$ cat config.mk
export PLATFORM = sky130hd
export DESIGN_NAME = swf_bit_record_packer_flat
export DESIGN_NICKNAME = d
export VERILOG_FILES = /design/src/rtl/swfbrp_pkg.sv /design/src/rtl/swfbrp_in_if.sv /design/src/rtl/swfbrp_out_if.sv /design/src/rtl/swf_bit_record_packer.sv /design/src/rtl/swfbrp_front.sv /design/src/rtl/swfbrp_queue.sv /design/src/rtl/swfbrp_back.sv /design/src/flat_wrapper.sv
export SDC_FILE = /design/constraint.sdc
export NUM_CORES = 2
export LEC_CHECK = 0
export BUFFER_PORTS_ARGS = -buffer_cell sky130_fd_sc_hd__buf_2
export CAP_MARGIN = 20
export CELL_PAD_IN_SITES_DETAIL_PLACEMENT = 0
export CELL_PAD_IN_SITES_GLOBAL_PLACEMENT = 1
export CORE_UTILIZATION = 30
export CTS_CLUSTER_DIAMETER = 50
export DETAILED_ROUTE_END_ITERATION = 12
export HOLD_SLACK_MARGIN = 0.08
export PLACE_DENSITY_LB_ADDON = 0.1
export SLEW_MARGIN = 30
export SYNTH_ARGS = -nofsm -noshare
export SYNTH_HDL_FRONTEND = slang
export SYNTH_HIERARCHICAL = 1
export SYNTH_SLANG_ARGS = --single-unit
$ cat constraint.sdc
create_clock -name clk -period 10.9 [get_ports clk]
set_input_delay 2.18 -clock clk [delete_from_list [all_inputs] [get_ports clk]]
set_output_delay 2.18 -clock clk [all_outputs]
set_load 0.03 [all_outputs]
$ cat src/rtl/swfbrp_pkg.sv
package swfbrp_pkg;

  localparam int VAL_W      = 31;
  localparam int LEN_W      = 5;
  localparam int TOT_W      = 8;
  localparam int SLOT_W     = 4;
  localparam int NBYTE_W    = 5;
  localparam int Q_AW       = 1;
  localparam int Q_DEPTH    = 1 << Q_AW;
  localparam int RAW_MAX    = 16;
  localparam int EDGE_MAX_W = 17;

  localparam logic [2:0] CMD_RECT   = 3'd0;
  localparam logic [2:0] CMD_MATRIX = 3'd1;
  localparam logic [2:0] CMD_EDGE   = 3'd2;
  localparam logic [2:0] CMD_RAW    = 3'd3;
  localparam logic [2:0] CMD_ALIGN  = 3'd4;

  typedef logic [LEN_W-1:0] len_t;

  // one classified item, widths already resolved
  typedef struct packed {
    logic [2:0]              cmd;
    logic                    err;
    logic                    a_zero;
    logic                    b_zero;
    len_t                    w0;
    len_t                    w1;
    len_t                    w2;
    logic [TOT_W-1:0]        total;
    logic [5:0][VAL_W-1:0]   v;
  } entry_t;

  typedef enum logic [1:0] {
    SK_FIELD,
    SK_FLUSH,
    SK_ERR,
    SK_END
  } slot_kind_t;

  typedef struct packed {
    slot_kind_t        kind;
    len_t              len;
    logic [VAL_W-1:0]  val;
  } slot_t;

  typedef enum logic {
    BK_IDLE,
    BK_RUN
  } bk_state_t;

endpackage

$ cat src/rtl/swfbrp_in_if.sv
interface swfbrp_in_if;
  import swfbrp_pkg::*;

  logic                    valid;
  logic                    ready;
  logic [2:0]              command;
  logic signed [VAL_W-1:0] value_a;
  logic signed [VAL_W-1:0] value_b;
  logic signed [VAL_W-1:0] value_c;
  logic signed [VAL_W-1:0] value_d;
  logic signed [VAL_W-1:0] value_e;
  logic signed [VAL_W-1:0] value_f;
  logic [LEN_W-1:0]        raw_count;

  modport source (
    output valid, command, value_a, value_b, value_c, value_d, value_e, value_f,
           raw_count,
    input  ready
  );

  modport sink (
    input  valid, command, value_a, value_b, value_c, value_d, value_e, value_f,
           raw_count,
    output ready
  );
endinterface

$ cat src/rtl/swfbrp_out_if.sv
interface swfbrp_out_if;
  logic       valid;
  logic       ready;
  logic [7:0] out_byte;
  logic       last;
  logic       range_error;

  modport source (
    output valid, out_byte, last, range_error,
    input  ready
  );

  modport sink (
    input  valid, out_byte, last, range_error,
    output ready
  );
endinterface

$ cat src/rtl/swf_bit_record_packer.sv
// path: an item passes the stage-one registers, the queue and the current-item register
//   before its first byte is offered from the output register
// throughput: the packer emits at most one byte and finishes at most one field per cycle,
//   and only while the output register is empty or being taken; a two-entry queue keeps
//   the input side taking words while the back end works
// reset: synchronous active-low rst_n empties the queue and clears the pending bits
module swf_bit_record_packer (
  input  logic          clk,
  input  logic          rst_n,
  swfbrp_in_if.sink     in_ch,
  swfbrp_out_if.source  out_ch
);
  import swfbrp_pkg::*;

  logic    q_full;
  logic    q_push;
  logic    q_pop;
  logic    q_empty;
  entry_t  q_push_entry;
  entry_t  q_head;

  swfbrp_front u_front (
    .clk     (clk),
    .rst_n   (rst_n),
    .in_ch   (in_ch),
    .q_full  (q_full),
    .q_push  (q_push),
    .q_entry (q_push_entry)
  );

  swfbrp_queue u_queue (
    .clk        (clk),
    .rst_n      (rst_n),
    .push       (q_push),
    .push_entry (q_push_entry),
    .full       (q_full),
    .pop        (q_pop),
    .head       (q_head),
    .empty      (q_empty)
  );

  swfbrp_back u_back (
    .clk     (clk),
    .rst_n   (rst_n),
    .q_head  (q_head),
    .q_empty (q_empty),
    .q_pop   (q_pop),
    .out_ch  (out_ch)
  );

endmodule

$ cat src/rtl/swfbrp_front.sv
module swfbrp_front (
  input  logic                clk,
  input  logic                rst_n,
  swfbrp_in_if.sink           in_ch,
  input  logic                q_full,
  output logic                q_push,
  output swfbrp_pkg::entry_t  q_entry
);
  import swfbrp_pkg::*;

  function automatic logic [VAL_W-1:0] sat_val(input logic [VAL_W-1:0] v);
    logic [VAL_W-1:0] r;
    if (v == {1'b1, {(VAL_W-1){1'b0}}}) begin
      r = {1'b1, {(VAL_W-2){1'b0}}, 1'b1};
    end else begin
      r = v;
    end
    return r;
  endfunction

  // bit length of the magnitude plus one, zero for a zero value
  function automatic len_t field_len(input logic [VAL_W-1:0] v);
    logic [VAL_W-1:0] m;
    len_t             n;
    m = v[VAL_W-1] ? (~v + 1'b1) : v;
    n = '0;
    for (int i = 0; i < VAL_W-1; i++) begin
      if (m[i]) begin
        n = len_t'(i + 2);
      end
    end
    return n;
  endfunction

  function automatic len_t len_max(input len_t a, input len_t b);
    return (a > b) ? a : b;
  endfunction

  logic                  in_fire;
  logic                  cmd_known;
  logic                  s1_valid_r, s1_valid_nxt;
  logic [2:0]            s1_cmd_r;
  logic [5:0][VAL_W-1:0] s1_v_r, s1_v_nxt;
  len_t [5:0]            s1_len_r, s1_len_nxt;
  len_t                  s1_raw_r, s1_raw_nxt;

  len_t                  rect_n;
  len_t                  mat_n1, mat_n2, mat_n3;
  len_t                  edge_n;
  logic [6:0]            mat_sum;
  logic                  edge_az, edge_bz;

  assign in_fire   = in_ch.valid && in_ch.ready;
  assign cmd_known = (in_ch.command <= CMD_ALIGN);
  assign q_push    = s1_valid_r && !q_full;
  assign in_ch.ready = !s1_valid_r || !q_full;

  // stage one: saturate and measure each value (a raw word stores value_a unsaturated)
  always_comb begin
    s1_v_nxt[0] = (in_ch.command == CMD_RAW) ? in_ch.value_a : sat_val(in_ch.value_a);
    s1_v_nxt[1] = sat_val(in_ch.value_b);
    s1_v_nxt[2] = sat_val(in_ch.value_c);
    s1_v_nxt[3] = sat_val(in_ch.value_d);
    s1_v_nxt[4] = sat_val(in_ch.value_e);
    s1_v_nxt[5] = sat_val(in_ch.value_f);
    s1_len_nxt[0] = field_len(sat_val(in_ch.value_a));
    s1_len_nxt[1] = field_len(s1_v_nxt[1]);
    s1_len_nxt[2] = field_len(s1_v_nxt[2]);
    s1_len_nxt[3] = field_len(s1_v_nxt[3]);
    s1_len_nxt[4] = field_len(s1_v_nxt[4]);
    s1_len_nxt[5] = field_len(s1_v_nxt[5]);
    s1_raw_nxt = (in_ch.raw_count > LEN_W'(RAW_MAX)) ? LEN_W'(RAW_MAX) : in_ch.raw_count;
  end

  always_comb begin
    s1_valid_nxt = s1_valid_r;
    if (in_fire) begin
      s1_valid_nxt = cmd_known;
    end else if (q_push) begin
      s1_valid_nxt = 1'b0;
    end
  end

  always_ff @(posedge clk) begin
    if (!rst_n) begin
      s1_valid_r <= 1'b0;
    end else begin
      s1_valid_r <= s1_valid_nxt;
    end
  end

  always_ff @(posedge clk) begin
    if (in_fire) begin
      s1_cmd_r <= in_ch.command;
      s1_v_r   <= s1_v_nxt;
      s1_len_r <= s1_len_nxt;
      s1_raw_r <= s1_raw_nxt;
    end
  end

  // stage two: group widths and record length in bits
  always_comb begin
    rect_n  = len_max(len_max(s1_len_r[0], s1_len_r[1]), len_max(s1_len_r[2], s1_len_r[3]));
    mat_n1  = len_max(LEN_W'(1), len_max(s1_len_r[0], s1_len_r[3]));
    mat_n2  = len_max(LEN_W'(1), len_max(s1_len_r[2], s1_len_r[1]));
    mat_n3  = len_max(LEN_W'(1), len_max(s1_len_r[4], s1_len_r[5]));
    edge_n  = len_max(LEN_W'(2), len_max(s1_len_r[0], s1_len_r[1]));
    edge_az = (s1_len_r[0] == '0);
    edge_bz = (s1_len_r[1] == '0);
    mat_sum = 7'(mat_n1) + 7'(mat_n2) + 7'(mat_n3);

    q_entry        = '0;
    q_entry.cmd    = s1_cmd_r;
    q_entry.v      = s1_v_r;
    q_entry.a_zero = edge_az;
    q_entry.b_zero = edge_bz;
    unique case (s1_cmd_r)
      CMD_RECT: begin
        q_entry.w0    = rect_n;
        q_entry.total = 8'd5 + {1'b0, rect_n, 2'b00};
      end
      CMD_MATRIX: begin
        q_entry.w0    = mat_n1;
        q_entry.w1    = mat_n2;
        q_entry.w2    = mat_n3;
        q_entry.total = 8'd17 + {mat_sum, 1'b0};
      end
      CMD_EDGE: begin
        q_entry.w0  = edge_n;
        q_entry.err = (edge_n > LEN_W'(EDGE_MAX_W));
        if (edge_az || edge_bz) begin
          q_entry.total = 8'd8 + 8'(edge_n);
        end else begin
          q_entry.total = 8'd7 + {2'b00, edge_n, 1'b0};
        end
      end
      CMD_RAW: begin
        q_entry.w0    = s1_raw_r;
        q_entry.total = 8'(s1_raw_r);
      end
      default: begin
        q_entry.total = '0;
      end
    endcase
  end

endmodule

$ cat src/rtl/swfbrp_queue.sv
module swfbrp_queue (
  input  logic                clk,
  input  logic                rst_n,
  input  logic                push,
  input  swfbrp_pkg::entry_t  push_entry,
  output logic                full,
  input  logic                pop,
  output swfbrp_pkg::entry_t  head,
  output logic                empty
);
  import swfbrp_pkg::*;

  localparam logic [Q_AW:0] CntFull = (Q_AW+1)'(Q_DEPTH);

  entry_t           mem_r [Q_DEPTH];
  logic [Q_AW-1:0]  wr_ptr_r, rd_ptr_r;
  logic [Q_AW:0]    count_r, count_nxt;

  assign full  = (count_r == CntFull);
  assign empty = (count_r == '0);
  assign head  = mem_r[rd_ptr_r];

  always_comb begin
    count_nxt = count_r;
    if (push && !pop) begin
      count_nxt = count_r + 1'b1;
    end else if (pop && !push) begin
      count_nxt = count_r - 1'b1;
    end
  end

  always_ff @(posedge clk) begin
    if (!rst_n) begin
      wr_ptr_r <= '0;
      rd_ptr_r <= '0;
      count_r  <= '0;
    end else begin
      if (push) begin
        wr_ptr_r <= wr_ptr_r + 1'b1;
      end
      if (pop) begin
        rd_ptr_r <= rd_ptr_r + 1'b1;
      end
      count_r <= count_nxt;
    end
  end

  always_ff @(posedge clk) begin
    if (push) begin
      mem_r[wr_ptr_r] <= push_entry;
    end
  end

  a_no_overflow: assert property (@(posedge clk) disable iff (!rst_n)
    full |-> !push)
    else $error("word pushed into a full queue");

  a_no_underflow: assert property (@(posedge clk) disable iff (!rst_n)
    empty |-> !pop)
    else $error("word popped from an empty queue");

endmodule

$ cat src/rtl/swfbrp_back.sv
module swfbrp_back (
  input  logic                clk,
  input  logic                rst_n,
  input  swfbrp_pkg::entry_t  q_head,
  input  logic                q_empty,
  output logic                q_pop,
  swfbrp_out_if.source        out_ch
);
  import swfbrp_pkg::*;

  function automatic slot_t slot_of(input entry_t e, input logic [SLOT_W-1:0] s);
    slot_t       r;
    logic [3:0]  n2;
    r.kind = SK_END;
    r.len  = '0;
    r.val  = '0;
    n2     = 4'(e.w0 - LEN_W'(2));
    unique case (e.cmd)
      CMD_RECT: begin
        unique case (s)
          4'd0, 4'd6: r.kind = SK_FLUSH;
          4'd1: begin
            r.kind = SK_FIELD; r.len = LEN_W'(5); r.val = VAL_W'(e.w0);
          end
          4'd2, 4'd3, 4'd4, 4'd5: begin
            r.kind = SK_FIELD; r.len = e.w0; r.val = e.v[3'(s - 4'd2)];
          end
          default: r.kind = SK_END;
        endcase
      end
      CMD_MATRIX: begin
        unique case (s)
          4'd0, 4'd10: r.kind = SK_FLUSH;
          4'd1: begin
            r.kind = SK_FIELD; r.len = LEN_W'(6); r.val = VAL_W'({1'b1, e.w0});
          end
          4'd2: begin r.kind = SK_FIELD; r.len = e.w0; r.val = e.v[0]; end
          4'd3: begin r.kind = SK_FIELD; r.len = e.w0; r.val = e.v[3]; end
          4'd4: begin
            r.kind = SK_FIELD; r.len = LEN_W'(6); r.val = VAL_W'({1'b1, e.w1});
          end
          4'd5: begin r.kind = SK_FIELD; r.len = e.w1; r.val = e.v[2]; end
          4'd6: begin r.kind = SK_FIELD; r.len = e.w1; r.val = e.v[1]; end
          4'd7: begin
            r.kind = SK_FIELD; r.len = LEN_W'(5); r.val = VAL_W'(e.w2);
          end
          4'd8: begin r.kind = SK_FIELD; r.len = e.w2; r.val = e.v[4]; end
          4'd9: begin r.kind = SK_FIELD; r.len = e.w2; r.val = e.v[5]; end
          default: r.kind = SK_END;
        endcase
      end
      CMD_EDGE: begin
        if (e.err) begin
          r.kind = (s == '0) ? SK_ERR : SK_END;
        end else begin
          unique case (s)
            4'd0: begin
              r.kind = SK_FIELD;
              if (e.a_zero) begin
                r.len = LEN_W'(8); r.val = VAL_W'({2'b11, n2, 2'b01});
              end else if (e.b_zero) begin
                r.len = LEN_W'(8); r.val = VAL_W'({2'b11, n2, 2'b00});
              end else begin
                r.len = LEN_W'(7); r.val = VAL_W'({2'b11, n2, 1'b1});
              end
            end
            4'd1: begin
              r.kind = SK_FIELD; r.len = e.w0; r.val = e.a_zero ? e.v[1] : e.v[0];
            end
            4'd2: begin
              r.kind = SK_FIELD;
              r.len  = (e.a_zero || e.b_zero) ? '0 : e.w0;
              r.val  = e.v[1];
            end
            default: r.kind = SK_END;
          endcase
        end
      end
      CMD_RAW: begin
        if (s == '0) begin
          r.kind = SK_FIELD; r.len = e.w0; r.val = e.v[0];
        end
      end
      CMD_ALIGN: begin
        r.kind = (s == '0) ? SK_FLUSH : SK_END;
      end
      default: r.kind = SK_END;
    endcase
    return r;
  endfunction

  bk_state_t              state_r, state_nxt;
  entry_t                 cur_r, cur_nxt;
  logic [SLOT_W-1:0]      slot_r, slot_nxt;
  len_t                   pos_r, pos_nxt;
  logic [6:0]             acc_r, acc_nxt;
  logic [2:0]             cnt_r, cnt_nxt;
  logic [NBYTE_W-1:0]     left_r, left_nxt;
  logic                   out_valid_r;
  logic [7:0]             out_byte_r;
  logic                   out_last_r;
  logic                   out_err_r;

  slot_t                  sl;
  logic                   out_free;
  logic                   item_done;
  logic                   load;
  logic                   step;
  logic                   emit;
  logic [7:0]             emit_byte;
  logic                   emit_err;

  len_t                   rem;
  logic [3:0]             room;
  logic [3:0]             k;
  logic [VAL_W-1:0]       shifted;
  logic [8:0]             mask9;
  logic [7:0]             bits8;
  logic [14:0]            acc_sh;
  logic [14:0]            pad_sh;
  logic [7:0]             merged;
  logic [3:0]             fill;
  len_t                   pos_add;
  logic [8:0]             ceil_sum;
  logic [8:0]             stream_sum;
  logic                   pre;

  assign sl        = slot_of(cur_r, slot_r);
  assign out_free  = !out_valid_r || out_ch.ready;
  assign item_done = (state_r == BK_IDLE) || (sl.kind == SK_END);
  assign load      = item_done && !q_empty;
  assign step      = (state_r == BK_RUN) && (sl.kind != SK_END) && out_free;
  assign q_pop     = load;

  always_comb begin
    state_nxt = state_r;
    unique case (state_r)
      BK_IDLE: if (load) state_nxt = BK_RUN;
      BK_RUN:  if (sl.kind == SK_END && !load) state_nxt = BK_IDLE;
      default: state_nxt = BK_IDLE;
    endcase
  end

  // bit slicing for the current field
  always_comb begin
    rem     = sl.len - pos_r;
    room    = 4'd8 - {1'b0, cnt_r};
    k       = ({1'b0, room} < rem) ? room : rem[3:0];
    shifted = sl.val >> (rem - LEN_W'(k));
    mask9   = (9'd1 << k) - 9'd1;
    bits8   = shifted[7:0] & mask9[7:0];
    acc_sh  = {8'b0, acc_r} << k;
    pad_sh  = {8'b0, acc_r} << room;
    merged  = acc_sh[7:0] | bits8;
    fill    = {1'b0, cnt_r} + k;
    pos_add = pos_r + LEN_W'(k);
  end

  // bytes this item will emit, from the pending count at load time
  always_comb begin
    pre        = (cnt_r != '0);
    ceil_sum   = 9'(q_head.total) + 9'd7;
    stream_sum = 9'(q_head.total) + 9'(cnt_r);
    unique case (q_head.cmd)
      CMD_RECT, CMD_MATRIX: left_nxt = NBYTE_W'(pre) + ceil_sum[7:3];
      CMD_EDGE:             left_nxt = q_head.err ? NBYTE_W'(1) : stream_sum[7:3];
      CMD_RAW:              left_nxt = stream_sum[7:3];
      CMD_ALIGN:            left_nxt = NBYTE_W'(pre);
      default:              left_nxt = '0;
    endcase
  end

  always_comb begin
    cur_nxt   = cur_r;
    slot_nxt  = slot_r;
    pos_nxt   = pos_r;
    acc_nxt   = acc_r;
    cnt_nxt   = cnt_r;
    emit      = 1'b0;
    emit_byte = '0;
    emit_err  = 1'b0;
    if (load) begin
      cur_nxt  = q_head;
      slot_nxt = '0;
      pos_nxt  = '0;
    end else if (step) begin
      unique case (sl.kind)
        SK_FIELD: begin
          if (fill == 4'd8) begin
            emit      = 1'b1;
            emit_byte = merged;
            acc_nxt   = '0;
            cnt_nxt   = '0;
          end else begin
            acc_nxt = merged[6:0];
            cnt_nxt = fill[2:0];
          end
          if (pos_add == sl.len) begin
            slot_nxt = slot_r + 1'b1;
            pos_nxt  = '0;
          end else begin
            pos_nxt = pos_add;
          end
        end
        SK_FLUSH: begin
          if (cnt_r != '0) begin
            emit      = 1'b1;
            emit_byte = pad_sh[7:0];
          end
          acc_nxt  = '0;
          cnt_nxt  = '0;
          slot_nxt = slot_r + 1'b1;
        end
        SK_ERR: begin
          emit      = 1'b1;
          emit_err  = 1'b1;
          slot_nxt  = slot_r + 1'b1;
        end
        default: slot_nxt = slot_r;
      endcase
    end
  end

  always_ff @(posedge clk) begin
    if (!rst_n) begin
      state_r     <= BK_IDLE;
      slot_r      <= '0;
      pos_r       <= '0;
      acc_r       <= '0;
      cnt_r       <= '0;
      left_r      <= '0;
      out_valid_r <= 1'b0;
    end else begin
      state_r <= state_nxt;
      slot_r  <= slot_nxt;
      pos_r   <= pos_nxt;
      acc_r   <= acc_nxt;
      cnt_r   <= cnt_nxt;
      if (load) begin
        left_r <= left_nxt;
      end else if (emit) begin
        left_r <= left_r - 1'b1;
      end
      if (emit) begin
        out_valid_r <= 1'b1;
      end else if (out_ch.ready) begin
        out_valid_r <= 1'b0;
      end
    end
  end

  always_ff @(posedge clk) begin
    cur_r <= cur_nxt;
    if (emit) begin
      out_byte_r <= emit_byte;
      out_last_r <= (left_r == NBYTE_W'(1));
      out_err_r  <= emit_err;
    end
  end

  assign out_ch.valid       = out_valid_r;
  assign out_ch.out_byte    = out_byte_r;
  assign out_ch.last        = out_last_r;
  assign out_ch.range_error = out_err_r;

  a_err_word: assert property (@(posedge clk) disable iff (!rst_n)
    (out_valid_r && out_err_r) |-> (out_byte_r == '0 && out_last_r))
    else $error("range error word carries data or is not last");

  a_count_done: assert property (@(posedge clk) disable iff (!rst_n)
    (state_r == BK_RUN && sl.kind == SK_END) |-> (left_r == '0))
    else $error("item finished with bytes still owed");

  a_no_extra: assert property (@(posedge clk) disable iff (!rst_n)
    emit |-> (left_r != '0))
    else $error("byte emitted beyond the item's count");

endmodule

$ cat src/flat_wrapper.sv
// flat-port wrapper written by rule: the top's interface ports become plain ports
module swf_bit_record_packer_flat import swfbrp_pkg::*;
  (clk, rst_n, in_ch_valid, in_ch_command, in_ch_value_a, in_ch_value_b, in_ch_value_c, in_ch_value_d, in_ch_value_e, in_ch_value_f, in_ch_raw_count, in_ch_ready, out_ch_valid, out_ch_out_byte, out_ch_last, out_ch_range_error, out_ch_ready);
  swfbrp_in_if in_ch_i ();
  swfbrp_out_if out_ch_i ();
  input  logic clk;
  input  logic rst_n;
  input wire logic [$bits(in_ch_i.valid)-1:0] in_ch_valid;
  input wire logic [$bits(in_ch_i.command)-1:0] in_ch_command;
  input wire logic [$bits(in_ch_i.value_a)-1:0] in_ch_value_a;
  input wire logic [$bits(in_ch_i.value_b)-1:0] in_ch_value_b;
  input wire logic [$bits(in_ch_i.value_c)-1:0] in_ch_value_c;
  input wire logic [$bits(in_ch_i.value_d)-1:0] in_ch_value_d;
  input wire logic [$bits(in_ch_i.value_e)-1:0] in_ch_value_e;
  input wire logic [$bits(in_ch_i.value_f)-1:0] in_ch_value_f;
  input wire logic [$bits(in_ch_i.raw_count)-1:0] in_ch_raw_count;
  output wire logic [$bits(in_ch_i.ready)-1:0] in_ch_ready;
  output wire logic [$bits(out_ch_i.valid)-1:0] out_ch_valid;
  output wire logic [$bits(out_ch_i.out_byte)-1:0] out_ch_out_byte;
  output wire logic [$bits(out_ch_i.last)-1:0] out_ch_last;
  output wire logic [$bits(out_ch_i.range_error)-1:0] out_ch_range_error;
  input wire logic [$bits(out_ch_i.ready)-1:0] out_ch_ready;
  assign in_ch_i.valid = in_ch_valid;
  assign in_ch_i.command = in_ch_command;
  assign in_ch_i.value_a = in_ch_value_a;
  assign in_ch_i.value_b = in_ch_value_b;
  assign in_ch_i.value_c = in_ch_value_c;
  assign in_ch_i.value_d = in_ch_value_d;
  assign in_ch_i.value_e = in_ch_value_e;
  assign in_ch_i.value_f = in_ch_value_f;
  assign in_ch_i.raw_count = in_ch_raw_count;
  assign in_ch_ready = in_ch_i.ready;
  assign out_ch_valid = out_ch_i.valid;
  assign out_ch_out_byte = out_ch_i.out_byte;
  assign out_ch_last = out_ch_i.last;
  assign out_ch_range_error = out_ch_i.range_error;
  assign out_ch_i.ready = out_ch_ready;
  swf_bit_record_packer u_core (.clk(clk), .rst_n(rst_n), .in_ch(in_ch_i), .out_ch(out_ch_i));
endmodule
==> results.yml <==
setup_path:
  critPathMaxFanout: 22
  cp.required_ns: 11.48
  slowest_stage: "ha_2"
  endpoint: "u_core/u_back/out_ch.out_byte[6]"
  r2r-start: "u_core/u_back/slot_r[0]"
  cp.arrival_ns: 10.02
  end_kind: "flop"
  reg2reg_to: "u_core/u_back/out_ch.out_byte[6]"
  critical_path.top_delay_family: "adder cells"
  reg2reg_slack_ns: 1.45
  worstSetupPathType: "flop to flop"
  rr_worst_depth: 36
  crit_cells: 36
  startpoint: "u_core/u_back/slot_r[0]"
  cp_num_buf_inv: 9
  critPathLaunchType: "flop"
  slowest_delay_ns: 0.66
synth:
  synth_edf_count: 871
  syn_area_per_cell_um2: 11.22
  synth_fp_nets: 4897
  ys_seq_elements: 903
  postSynth.asyncResetShare_pct: 0
  ys_top_cells_by_area: "edfxtp_1 (51%), mux2_4 (4.4%), clkbuf_1 (3.0%), mux2_2 (2.9%), o21ai_0 (2.5%)"
  synth_ff_type: "edfxtp_1"
  synth_area_um2: 51650
  yosysUniqueCellTypes: 118
  ys_warn_count: 6
  synth_cells: 4605
  ys_seq_area_share_pct: 51.88
  synth_top_area_share_pct: 50.64
  synth.largest_area_cell: "edfxtp_1"
power_and_ir_drop:
  peakVddDrop_uv: 224.9
  total_power_mw: 13.12
  power_density_nw_per_um2: 226.8
  p_leak_nw: 19.38
global_routing:
  grt_pass1_vias: 36223
  antenna_found_initial: 7
  grt_pass1_wl_um: 255900
  grt_util_all_layers_pct: 19.67
  grt_start_max_net_pins: 118
  grt_overflow_total: 0
place:
  place_area_um2: 54100
  dp_cells: 6679
  place_ws_ns: 1.504
  place.gp.congestion: 0.8741
  port_buffers: 209
  dp_hpwl_um: 127700
drt:
  ant_nets: 0
  drc: 0
  wl_per_cell_um: 25.40
  firstDrtPassIters: 8
  vias: 37484
  wl_um: 175000
  drtIter0Drc: 3030
  viasPerCell: 5.441
timing:
  grt_setup_unrepaired: "false"
  period_minus_slack_ns: 9.445
  tightest_slew_ns: 1.181
  finalCritPeriodShare_pct: 86.65
  layout_setup_ws_ns: 1.455
  fin_skew_ns: 0.05566
  setup_viol: 0
  drv_slew: 0
  hold-worst-slack_ns: 0.4221
  fmax_ghz: 0.1059
  hold_viol_final: 0
  relSlewSlack_pct: 20.45
  finalSetupTns_ns: 0
clocking:
  postCtsHoldBufs: 0
  max-clock-path-buffers: 3
  cts_buffers: 112
  clkSinkCount: 903
  path_clk_slew_ns: 0.06
  cts_root_buffer: "clkbuf_16"
  cts_tree: "yes"
  htreeDepth: 3
  cts_setup_buffers: 0
  insertion_delay_ns: 0.75
  postCtsResizedCells: 0
job:
  cap_violations: 0
worst_hold_path:
  hp-class: "flop to flop"
finish:
  layout_common_cells: "edfxtp_1 (871), nor2_1 (315), nand2_1 (310)"
  finalInstanceArea_um2: 57860
  area_growth_pct: 12.02
  drive_above_1_share_pct: 18.74
  nets: 4790
  layout_commonest_cell: "edfxtp_1"
  final_util_pct: 33.99
  final_cells: 6889
die:
  die_x_um: 416.9
  io_pins: 210
  die_area_um2: 173800
  die_height_um: 416.9
  floorplan.initialDensity_pct: 30.34
  core_um2: 170200
  rows: 151
status:
  status: "finished clean"
-- sequential cells by signal, summed over array words and instances (netlist names), 7 cells and up, named ones only --
| name | cells |
|---|---|
| u_core/u_back/cur_r | 207 |
| u_core/u_queue/mem_r | 430 |
| u_core/u_front/s1_len_r | 30 |
| u_core/u_back/acc_r | 7 |
| u_core/u_back/out_ch.out_byte | 8 |
| u_core/u_front/q_entry | 186 |
-- worst min path at each step --
stage                                startpoint                            to  slack, ns  depth (start not counted)
finish               u_core/u_front/q_entry[16]   u_core/u_queue/mem_r[1][16]       0.42                          0
global route         u_core/u_front/q_entry[16]   u_core/u_queue/mem_r[1][16]       0.43                          0
CTS                  u_core/u_front/q_entry[16]   u_core/u_queue/mem_r[1][16]       0.41                          0
detailed placement  u_core/u_front/q_entry[181]  u_core/u_queue/mem_r[0][181]       0.43                          0
global placement    u_core/u_front/q_entry[122]  u_core/u_queue/mem_r[0][122]       0.42                          0
floorplan             u_core/u_front/q_entry[0]    u_core/u_queue/mem_r[0][0]       0.42                          0
-- worst reg2reg max path, delay by kind of cell (launching register included) --
kind / cells / cell delay, ns
buffers and inverters: 9 / 1.96
and+or+nand+nor: 8 / 1.81
DFF: 1 / 0.32
AOI/OAI and AO/OA: 11 / 2.36
muxes: 1 / 0.40
adders and majority gates: 7 / 2.44
-- cell type report --
| class | count | area [um2] |
|---|---|---|
| Fill cell | 16967 | 112400 |
| Sequential cell | 903 | 26800 |
| Multi-Input combinational cell | 3096 | 22470 |
| Tap cell | 2295 | 2872 |
| Clock buffer | 130 | 2870 |
| Timing Repair Buffer | 271 | 1528 |
| Clock inverter | 76 | 869.6 |
| Inverter | 114 | 435.4 |
| Antenna cell | 4 | 10.01 |
-- synth_stat cells (all sizes together) (63+ instances only) --
master / count
edfxtp: 871
clkbuf: 406
nor2: 317
nand2: 311
mux2: 283
o21ai: 263
a21oi: 199
nand3: 129
nor3: 123
inv: 111
mux2i: 92
ha: 87
a22oi: 86
buf: 86
xnor2: 67
o31ai: 63
-- where the power goes --
part	switching [mW]	total [mW]	internal, mW
clock network	1.52	3.68	2.16
registers	0.795	5.36	4.56
logic	2.50	4.09	1.59
-- metal layers --
metal / track usage, % / vias up / wire [um] / part of all wire [%]
li1: - / 17448 / - / -
met1: 27.01 / 18770 / 79690 / 46
met2: 32.18 / 1059 / 82390 / 47
met3: 3.013 / 203 / 8514 / 4.9
met4: 5.110 / 4 / 4337 / 2.5
met5: 0 / - / 25 / 0.014
-- cells by family after synthesis --
family,share of synthesized area (%)
AND/OR/NAND/NOR,12.94
multiplexers,10.10
AO/OA/AOI/OAI,15.77
adder cells (fa/ha/maj),2.437
flip-flops,51.88
XOR/XNOR,2.062
buffers and inverters,4.818
(Power assumes the default switching activity.)
